File: config.mk
export PLATFORM = sky130hd
export DESIGN_NAME = frequency_rocof_stability_monitor_top
export DESIGN_NICKNAME = d
export VERILOG_FILES = /design/src/hdl/frms_pkg.sv /design/src/hdl/frms_div_step.sv /design/src/hdl/frms_core.sv /design/src/hdl/frequency_rocof_stability_monitor_top.sv
export SDC_FILE = /design/constraint.sdc
export NUM_CORES = 2
export LEC_CHECK = 0
export BUFFER_PORTS_ARGS = -buffer_cell sky130_fd_sc_hd__buf_2
export CAP_MARGIN = 20
export CORE_MARGIN = 2
export CORE_UTILIZATION = 56
export CTS_BUF_LIST = sky130_fd_sc_hd__clkbuf_8
export CTS_CLUSTER_SIZE = 40
export DETAILED_ROUTE_END_ITERATION = 10
export GPL_TIMING_DRIVEN = 0
export PLACE_DENSITY = 0.75
export SYNTH_ARGS = -nofsm -noshare
export SYNTH_HDL_FRONTEND = slang
export SYNTH_SLANG_ARGS = --single-unit
File: constraint.sdc
create_clock -name aclk -period 19.6 [get_ports aclk]
set_input_delay 3.92 -clock aclk [delete_from_list [all_inputs] [get_ports aclk]]
set_output_delay 3.92 -clock aclk [all_outputs]
set_load 0.02 [all_outputs]
File: src/hdl/frms_pkg.sv
// frms_pkg: shared widths, reset values, register indexes and struct types
// for the frequency / rocof stability monitor
// no dependencies
package frms_pkg;

    localparam int COUNT_W = 16;
    localparam int SR_W    = 16;
    localparam int FREQ_W  = 24;
    localparam int ROC_W   = 32;
    localparam int SUM_W   = FREQ_W + 1;
    localparam int REM_W   = SUM_W;
    localparam int DQ_W    = 41;
    localparam int PROD_W  = 2 * FREQ_W;
    localparam int MUL_W   = PROD_W + 1;
    localparam int NUM_W   = 73;
    localparam int CNT_W   = 6;

    localparam int DIV1_STEPS = FREQ_W;
    localparam int DIV2_STEPS = DQ_W;

    localparam logic [SR_W-1:0]   SAMPLE_RATE_RST = 16'd16000;
    localparam logic [FREQ_W-1:0] MIN_FREQ_RST    = 24'd12416;
    localparam logic [ROC_W-1:0]  MAX_ROCOF_RST   = 32'd5120;
    localparam logic [FREQ_W-1:0] PREV_FREQ_RST   = 24'd12800;

    localparam logic [1:0] REG_SAMPLE_RATE = 2'd0;
    localparam logic [1:0] REG_MIN_FREQ    = 2'd1;
    localparam logic [1:0] REG_MAX_ROCOF   = 2'd2;

    typedef struct packed {
        logic [SR_W-1:0]          sample_rate_hz;
        logic [FREQ_W-1:0]        min_frequency_q8;
        logic signed [ROC_W-1:0]  max_rocof_q8;
    } cfg_t;

    typedef struct packed {
        logic [FREQ_W-1:0]        frequency_q8;
        logic signed [ROC_W-1:0]  rocof_q8;
        logic                     stable;
    } res_t;

    typedef struct packed {
        logic idle;
        logic done;
    } stat_t;

endpackage

File: src/hdl/frms_div_step.sv
// frms_div_step: one restoring divide step, shared by both divisions
// depends on frms_pkg
module frms_div_step (
    input  logic [frms_pkg::REM_W-1:0] rem_in,
    input  logic                       bit_in,
    input  logic [frms_pkg::REM_W-1:0] divisor,
    output logic [frms_pkg::REM_W-1:0] rem_out,
    output logic                       q_bit
);

    logic [frms_pkg::REM_W:0] trial;
    logic [frms_pkg::REM_W:0] diff;

    always_comb begin
        trial   = {rem_in, bit_in};
        diff    = trial - {1'b0, divisor};
        q_bit   = (trial >= {1'b0, divisor});
        rem_out = q_bit ? diff[frms_pkg::REM_W-1:0] : trial[frms_pkg::REM_W-1:0];
    end

endmodule

File: src/hdl/frms_core.sv
// frms_core: sequencer and datapath; frequency divide, product build,
// rocof divide on one shared step unit and one shared multiplier
// depends on frms_pkg, frms_div_step
module frms_core (
    input  logic                          aclk,
    input  logic                          aresetn,
    input  logic                          start,
    input  logic [frms_pkg::COUNT_W-1:0]  period_count,
    input  frms_pkg::cfg_t                cfg,
    input  logic                          out_free,
    output frms_pkg::stat_t               stat,
    output frms_pkg::res_t                res
);

    localparam logic [2:0] ST_IDLE = 3'd0;
    localparam logic [2:0] ST_DIV1 = 3'd1;
    localparam logic [2:0] ST_MUL0 = 3'd2;
    localparam logic [2:0] ST_MUL1 = 3'd3;
    localparam logic [2:0] ST_MUL2 = 3'd4;
    localparam logic [2:0] ST_ACC  = 3'd5;
    localparam logic [2:0] ST_DIV2 = 3'd6;
    localparam logic [2:0] ST_FIN  = 3'd7;

    logic [2:0]                        state_reg, state_next;
    logic [frms_pkg::CNT_W-1:0]        cnt_reg, cnt_next;
    logic [frms_pkg::REM_W-1:0]        div_reg, div_next;
    logic [frms_pkg::REM_W-1:0]        rem_reg, rem_next;
    logic [frms_pkg::DQ_W-1:0]         dq_reg, dq_next;
    logic [frms_pkg::FREQ_W-1:0]       f_reg, f_next;
    logic [frms_pkg::FREQ_W-1:0]       prev_reg, prev_next;
    logic                              neg_reg, neg_next;
    logic                              zero_reg, zero_next;
    logic [frms_pkg::PROD_W-1:0]       p_reg, p_next;
    logic [frms_pkg::MUL_W-1:0]        lo_reg, lo_next;
    logic [frms_pkg::PROD_W-1:0]       hi_reg, hi_next;

    logic [frms_pkg::REM_W-1:0]        step_rem;
    logic                              step_q;
    logic [frms_pkg::FREQ_W:0]         mul_a;
    logic [frms_pkg::FREQ_W-1:0]       mul_b;
    logic [frms_pkg::MUL_W-1:0]        mul_p;
    logic [frms_pkg::FREQ_W-1:0]       f_new;
    logic                              f_lt;
    logic [frms_pkg::FREQ_W-1:0]       mag;
    logic [frms_pkg::NUM_W-1:0]        num;
    logic [frms_pkg::DQ_W-1:0]         q;
    logic signed [frms_pkg::DQ_W:0]    roc;
    logic signed [frms_pkg::DQ_W:0]    max_ext;
    logic [frms_pkg::COUNT_W-1:0]      count_fix;
    logic                              sat_hi;
    logic                              sat_lo;

    frms_div_step u_step (
        .rem_in  (rem_reg),
        .bit_in  (dq_reg[frms_pkg::DQ_W-1]),
        .divisor (div_reg),
        .rem_out (step_rem),
        .q_bit   (step_q)
    );

    // shared 25x24 multiplier
    assign mul_p = {{frms_pkg::FREQ_W{1'b0}}, mul_a}
                 * {{(frms_pkg::FREQ_W + 1){1'b0}}, mul_b};

    always_comb begin
        f_new     = dq_reg[frms_pkg::FREQ_W-1:0];
        f_lt      = f_new < prev_reg;
        mag       = f_lt ? (prev_reg - f_new) : (f_new - prev_reg);
        count_fix = (period_count == '0) ? frms_pkg::COUNT_W'(1) : period_count;
        num       = {{(frms_pkg::NUM_W - frms_pkg::MUL_W){1'b0}}, lo_reg}
                  + {hi_reg, {(frms_pkg::NUM_W - frms_pkg::PROD_W){1'b0}}};

        mul_a = {1'b0, mag};
        mul_b = f_new;
        case (state_reg)
            ST_MUL1: begin
                mul_a = {p_reg[frms_pkg::FREQ_W-1:0], 1'b0};
                mul_b = prev_reg;
            end
            ST_MUL2: begin
                mul_a = {1'b0, p_reg[frms_pkg::PROD_W-1:frms_pkg::FREQ_W]};
                mul_b = prev_reg;
            end
            default: begin
                mul_a = {1'b0, mag};
                mul_b = f_new;
            end
        endcase

        // sign, saturation and threshold checks
        q       = zero_reg ? '0 : dq_reg;
        roc     = neg_reg ? -$signed({1'b0, q}) : $signed({1'b0, q});
        max_ext = {{(frms_pkg::DQ_W + 1 - frms_pkg::ROC_W){cfg.max_rocof_q8[frms_pkg::ROC_W-1]}},
                   cfg.max_rocof_q8};
        sat_hi  = !neg_reg && (q[frms_pkg::DQ_W-1:frms_pkg::ROC_W-1] != '0);
        sat_lo  = neg_reg && ((q[frms_pkg::DQ_W-1:frms_pkg::ROC_W] != '0)
                  || (q[frms_pkg::ROC_W-1] && (q[frms_pkg::ROC_W-2:0] != '0)));

        res.frequency_q8 = f_reg;
        if (sat_hi) begin
            res.rocof_q8 = {1'b0, {(frms_pkg::ROC_W-1){1'b1}}};
        end else if (sat_lo) begin
            res.rocof_q8 = {1'b1, {(frms_pkg::ROC_W-1){1'b0}}};
        end else begin
            res.rocof_q8 = roc[frms_pkg::ROC_W-1:0];
        end
        res.stable = (f_reg >= cfg.min_frequency_q8) && !(roc > max_ext);

        stat.idle = (state_reg == ST_IDLE);
        stat.done = (state_reg == ST_FIN) && out_free;
    end

    always_comb begin
        state_next = state_reg;
        cnt_next   = cnt_reg;
        div_next   = div_reg;
        rem_next   = rem_reg;
        dq_next    = dq_reg;
        f_next     = f_reg;
        prev_next  = prev_reg;
        neg_next   = neg_reg;
        zero_next  = zero_reg;
        p_next     = p_reg;
        lo_next    = lo_reg;
        hi_next    = hi_reg;
        case (state_reg)
            ST_IDLE: begin
                if (start) begin
                    div_next   = {{(frms_pkg::REM_W - frms_pkg::COUNT_W){1'b0}}, count_fix};
                    rem_next   = '0;
                    dq_next    = {cfg.sample_rate_hz, 8'h00, 17'h0};
                    cnt_next   = frms_pkg::CNT_W'(frms_pkg::DIV1_STEPS - 1);
                    state_next = ST_DIV1;
                end
            end
            ST_DIV1, ST_DIV2: begin
                rem_next = step_rem;
                dq_next  = {dq_reg[frms_pkg::DQ_W-2:0], step_q};
                cnt_next = cnt_reg - 1'b1;
                if (cnt_reg == '0) begin
                    state_next = (state_reg == ST_DIV1) ? ST_MUL0 : ST_FIN;
                end
            end
            ST_MUL0: begin
                f_next     = f_new;
                neg_next   = f_lt;
                zero_next  = (mag == '0);
                div_next   = {1'b0, f_new} + {1'b0, prev_reg};
                p_next     = mul_p[frms_pkg::PROD_W-1:0];
                state_next = ST_MUL1;
            end
            ST_MUL1: begin
                lo_next    = mul_p;
                state_next = ST_MUL2;
            end
            ST_MUL2: begin
                hi_next    = mul_p[frms_pkg::PROD_W-1:0];
                state_next = ST_ACC;
            end
            ST_ACC: begin
                // drop the 8 fraction bits; top bits always stay below the divisor
                rem_next   = {1'b0, num[frms_pkg::NUM_W-1:frms_pkg::DQ_W+8]};
                dq_next    = num[frms_pkg::DQ_W+7:8];
                cnt_next   = frms_pkg::CNT_W'(frms_pkg::DIV2_STEPS - 1);
                state_next = ST_DIV2;
            end
            ST_FIN: begin
                if (out_free) begin
                    prev_next  = f_reg;
                    state_next = ST_IDLE;
                end
            end
            default: begin
                state_next = ST_IDLE;
            end
        endcase
    end

    always_ff @(posedge aclk) begin
        if (!aresetn) begin
            state_reg <= ST_IDLE;
            cnt_reg   <= '0;
            prev_reg  <= frms_pkg::PREV_FREQ_RST;
        end else begin
            state_reg <= state_next;
            cnt_reg   <= cnt_next;
            prev_reg  <= prev_next;
        end
    end

    always_ff @(posedge aclk) begin
        div_reg  <= div_next;
        rem_reg  <= rem_next;
        dq_reg   <= dq_next;
        f_reg    <= f_next;
        neg_reg  <= neg_next;
        zero_reg <= zero_next;
        p_reg    <= p_next;
        lo_reg   <= lo_next;
        hi_reg   <= hi_next;
    end

endmodule

File: src/hdl/frequency_rocof_stability_monitor_top.sv
// frequency_rocof_stability_monitor_top: stream ports, apb register file,
// output register; depends on frms_pkg, frms_core
// one beat at a time: start, 24 + 41 shared divide steps, 4 multiply/setup, finish, then m_tvalid;
// finish waits until the output register is free, and only then is a new beat taken
// s_tready is high while the core is idle; a finished result may wait in the output register
// reset: synchronous active low; registers return to their defaults, previous frequency to 50 Hz
module frequency_rocof_stability_monitor_top (
    input  logic        aclk,
    input  logic        aresetn,
    input  logic        s_tvalid,
    output logic        s_tready,
    input  logic [15:0] s_tdata,   // [15:0] period_count
    output logic        m_tvalid,
    input  logic        m_tready,
    output logic [55:0] m_tdata,   // [23:0] frequency_q8, [55:24] rocof_q8
    output logic        m_tuser,   // [0] stable
    input  logic        psel,
    input  logic        penable,
    input  logic        pwrite,
    input  logic [3:0]  paddr,
    input  logic [31:0] pwdata,
    output logic [31:0] prdata,
    output logic        pready
);

    frms_pkg::cfg_t   cfg_reg, cfg_next;
    frms_pkg::stat_t  stat;
    frms_pkg::res_t   res;
    logic             m_tvalid_reg, m_tvalid_next;
    logic [55:0]      m_tdata_reg, m_tdata_next;
    logic             m_tuser_reg, m_tuser_next;
    logic             out_free;
    logic             wr_en;

    assign pready   = 1'b1;
    assign wr_en    = psel && penable && pwrite && pready;
    assign out_free = !m_tvalid_reg || m_tready;
    assign s_tready = stat.idle;
    assign m_tvalid = m_tvalid_reg;
    assign m_tdata  = m_tdata_reg;
    assign m_tuser  = m_tuser_reg;

    frms_core u_core (
        .aclk         (aclk),
        .aresetn      (aresetn),
        .start        (s_tvalid && s_tready),
        .period_count (s_tdata[frms_pkg::COUNT_W-1:0]),
        .cfg          (cfg_reg),
        .out_free     (out_free),
        .stat         (stat),
        .res          (res)
    );

    always_comb begin
        cfg_next = cfg_reg;
        if (wr_en) begin
            case (paddr[3:2])
                frms_pkg::REG_SAMPLE_RATE: cfg_next.sample_rate_hz   = pwdata[15:0];
                frms_pkg::REG_MIN_FREQ:    cfg_next.min_frequency_q8 = pwdata[23:0];
                frms_pkg::REG_MAX_ROCOF:   cfg_next.max_rocof_q8     = pwdata;
                default: cfg_next = cfg_reg;
            endcase
        end
    end

    always_comb begin
        case (paddr[3:2])
            frms_pkg::REG_SAMPLE_RATE: prdata = {16'h0, cfg_reg.sample_rate_hz};
            frms_pkg::REG_MIN_FREQ:    prdata = {8'h0, cfg_reg.min_frequency_q8};
            frms_pkg::REG_MAX_ROCOF:   prdata = cfg_reg.max_rocof_q8;
            default:                   prdata = '0;
        endcase
    end

    always_comb begin
        m_tvalid_next = m_tvalid_reg;
        m_tdata_next  = m_tdata_reg;
        m_tuser_next  = m_tuser_reg;
        if (stat.done) begin
            m_tvalid_next = 1'b1;
            m_tdata_next  = {res.rocof_q8, res.frequency_q8};
            m_tuser_next  = res.stable;
        end else if (m_tready) begin
            m_tvalid_next = 1'b0;
        end
    end

    always_ff @(posedge aclk) begin
        if (!aresetn) begin
            cfg_reg.sample_rate_hz   <= frms_pkg::SAMPLE_RATE_RST;
            cfg_reg.min_frequency_q8 <= frms_pkg::MIN_FREQ_RST;
            cfg_reg.max_rocof_q8     <= frms_pkg::MAX_ROCOF_RST;
            m_tvalid_reg             <= 1'b0;
        end else begin
            cfg_reg      <= cfg_next;
            m_tvalid_reg <= m_tvalid_next;
        end
    end

    always_ff @(posedge aclk) begin
        m_tdata_reg <= m_tdata_next;
        m_tuser_reg <= m_tuser_next;
    end

endmodule

==> key figures <==
Critical path
  – Crit. End Element: flip-flop
  – CP Class: reg2reg
  – CP max-delay cell: clkbuf_1
  – Most common cell on crit path: fa_1
  – Crit path DAT: 14470 ps
  – Worst setup SP type: flip-flop
  – Worst-path maximum fanout: 10
  – CP required: 19930 ps
  – Delay of the slowest cell on the worst path: 810 ps

Yosys
  – Mapped Cells: 5030
  – Cells taking the most area after synthesis: fa_1, edfxtp_1, ha_1
  – Ys flop type: edfxtp_1
  – Distinct cells, synth: 88
  – Post-synth ARST share: 0%
  – Yosys warning total: 0
  – Synth top area share: 22.6%
  – Cell taking the most area after synthesis: fa_1
  – Mapped cell area: 45100 um^2
  – Mean Syn Cell Area: 8.96 um^2
  – Sequential share of the synthesized area: 25.4%
  – Syn nets: 5962
  – Yosys reg bits: 417
  – EDFF count, synth: 311

Floorplan
  – Die Y: 288 um
  – Initial core utilization: 56.3%
  – Die W: 288 um
  – I/O pins: 151
  – Core Area: 80000 um^2
  – Die area: 82700 um^2
  – Num rows: 104

Final layout
  – Fin area: 48800 um^2
  – Sequential Area: 11500 um^2
  – Flip-flop count of the largest register after layout: 72
  – Area Overhead vs Synth: 8.41%
  – Multi-input gate area: 29700 um^2
  – Commonest non-fill, non-tap cell in the layout: inv_1
  – Layout cell share with drive strength beyond 1: 6.59%
  – Leading cell types in the layout, fill and taps excluded: inv_1, nand2_1, fa_1, nor2_1, ha_1
  – Final Util: 61.0%
  – # nets final: 6205
  – # fillers: 6970

Clock tree
  – Clock sinks: 417
  – Clk_lat worst skew: 680 ps
  – Clock buffer depth: 3
  – H-tree levels: 3
  – Post-cts sizing count: 0
  – Cts hold-fix bufs: 0
  – Clock transition at path regs: 70 ps
  – Number of post-CTS setup repair buffers: 0
  – Root Driver: clkbuf_8
  – Inserted Clock Buffers: 69
  – CTS tree: done

Placement
  – PortBufs: 146
  – Final Wtd Congestion: 1.04
  – Post-placement cell area: 47400 um^2
  – Final HPWL DP: 135 mm

Route
  – Drt pass-1 iters: 6
  – DRC viols: 0
  – ANT nets after route: 0
  – Vias: 39.3k
  – Routed len/inst: 26.1 um
  – Vias per inst: 6.15
  – Initial drt markers: 4576
  – Wirelength, routed: 167 mm

Timing
  – Min cycle time layout: 14140 ps
  – Slew Limit Fails: 0
  – Fin. Hold Viols: 0
  – Clock skew: 44.3 ps
  – Crit share post-route: 72.1%
  – Fin Hold WS: 477 ps
  – Total negative slack: 0 ps
  – Slew at the pin closest to its max-slew limit: 1280 ps
  – Setup-failing EPs final: 0
  – Relative slew slack: 14.2%
  – RSZ-0062 raised after global routing: false
  – Maximum clock rate: 0.0707 GHz

Global routing
  – Global-route wire length before repair: 243 mm
  – GRT Total Usage: 40.3%
  – Largest net degree at the start of global routing: 83
  – Global route overflow: 0
  – Antenna violations before repair: 9
  – Vias in the first global route: 38.3k

Worst hold path
  – Min-Delay Path Class: reg2reg

Run status
  – Status: complete, no violations

Job
  – MaxCap Viol Count: 0
==> synthesized netlist by cell type, types with 14 or more instances <==
cell and instances:
xnor2_1 128, a211oi_1 49, dfxtp_1 106, nor4_1 18, buf_1 17, and2_1 27, fa_1 509, clkbuf_1 195
o21ai_0 193, edfxtp_1 311, a31oi_1 23, a21o_1 104, or2_2 14, nand3_1 55, or3_1 17, nand2b_1 31
mux2i_1 53, o31ai_1 20, xor2_1 33, inv_1 783, o21a_1 29, nor3_1 44, a21boi_0 89, nor2_1 499
nor2b_1 39, o21bai_1 23, and3_1 23, nand2_1 674, buf_2 21, nand4_1 30, ha_1 364, o22ai_1 41
o211ai_1 36, a21oi_1 243
==> worst paths after layout <==
path | start | end | slack [ps] | depth (start not counted)
max | u_core.prev_reg[17]$_SDFFE_PN0P_ | u_core.p_reg[41]$_DFFE_PP_ | 5460 | 38
min reg2reg | cfg_reg[25]$_SDFFE_PN0P_ | cfg_reg[25]$_SDFFE_PN0P_ | 480 | 2
max reg2reg | u_core.prev_reg[17]$_SDFFE_PN0P_ | u_core.p_reg[41]$_DFFE_PP_ | 5460 | 38
min | cfg_reg[25]$_SDFFE_PN0P_ | cfg_reg[25]$_SDFFE_PN0P_ | 480 | 2
==> kinds of logic after synthesis <==
kind of cell	Yosys count	synth area share, %
flops	417	25.4
compound gates	981	14.2
simple gates	1506	14.3
fa+ha+maj	873	32.7
buf+inv	1028	8.72
mux	62	1.43
other cells	1	0.00832
xor+xnor	162	3.17
==> final cells by class <==
cell class | instances | share of cell area, %
Multi-Input combinational cell | 3585 | 60.8
Clock buffer | 77 | 2.17
Buffer | 242 | 2.02
Antenna cell | 5 | 0.0256
Inverter | 786 | 6.05
Sequential cell | 417 | 23.5
Clock inverter | 51 | 0.666
Tap cell | 1060 | 2.72
Timing Repair Buffer | 172 | 2.11
==> metal layers <==
layer / track usage [%] / routed length, um / vias up
li1: - / - / 17040
met1: 49.6 / 59500 / 18955
met2: 61.8 / 72400 / 2647
met3: 10.6 / 20100 / 698
met4: 28.6 / 14600 / 6
met5: 0 / 33 / -
==> critical path, delay by kind of cell (launching register included) <==
family / cells / cell delay, ps
buffers and inverters: 9 / 1780
adders and majority gates: 9 / 4250
AOI/OAI and AO/OA: 14 / 4880
muxes: 1 / 130
xor gates and xnor gates: 2 / 1220
DFF: 1 / 800
and+or+nand+nor: 3 / 700
==> per-stage QoR <==
| stage | cells | setup slack, ps |
|---|---|---|
| 6_report | 6395 | 5460 |
| 3_5_place_dp | 6255 | 5940 |
| 2_1_floorplan | 5030 | 9430 |
| 5_1_grt | 6391 | 5160 |
| 3_3_place_gp | 6236 | 6050 |
| 4_1_cts | 6383 | 5900 |
Power is left out: the tool's default activity adds up to more than one toggle a clock period on the data nets, which glitch-free logic cannot reach.
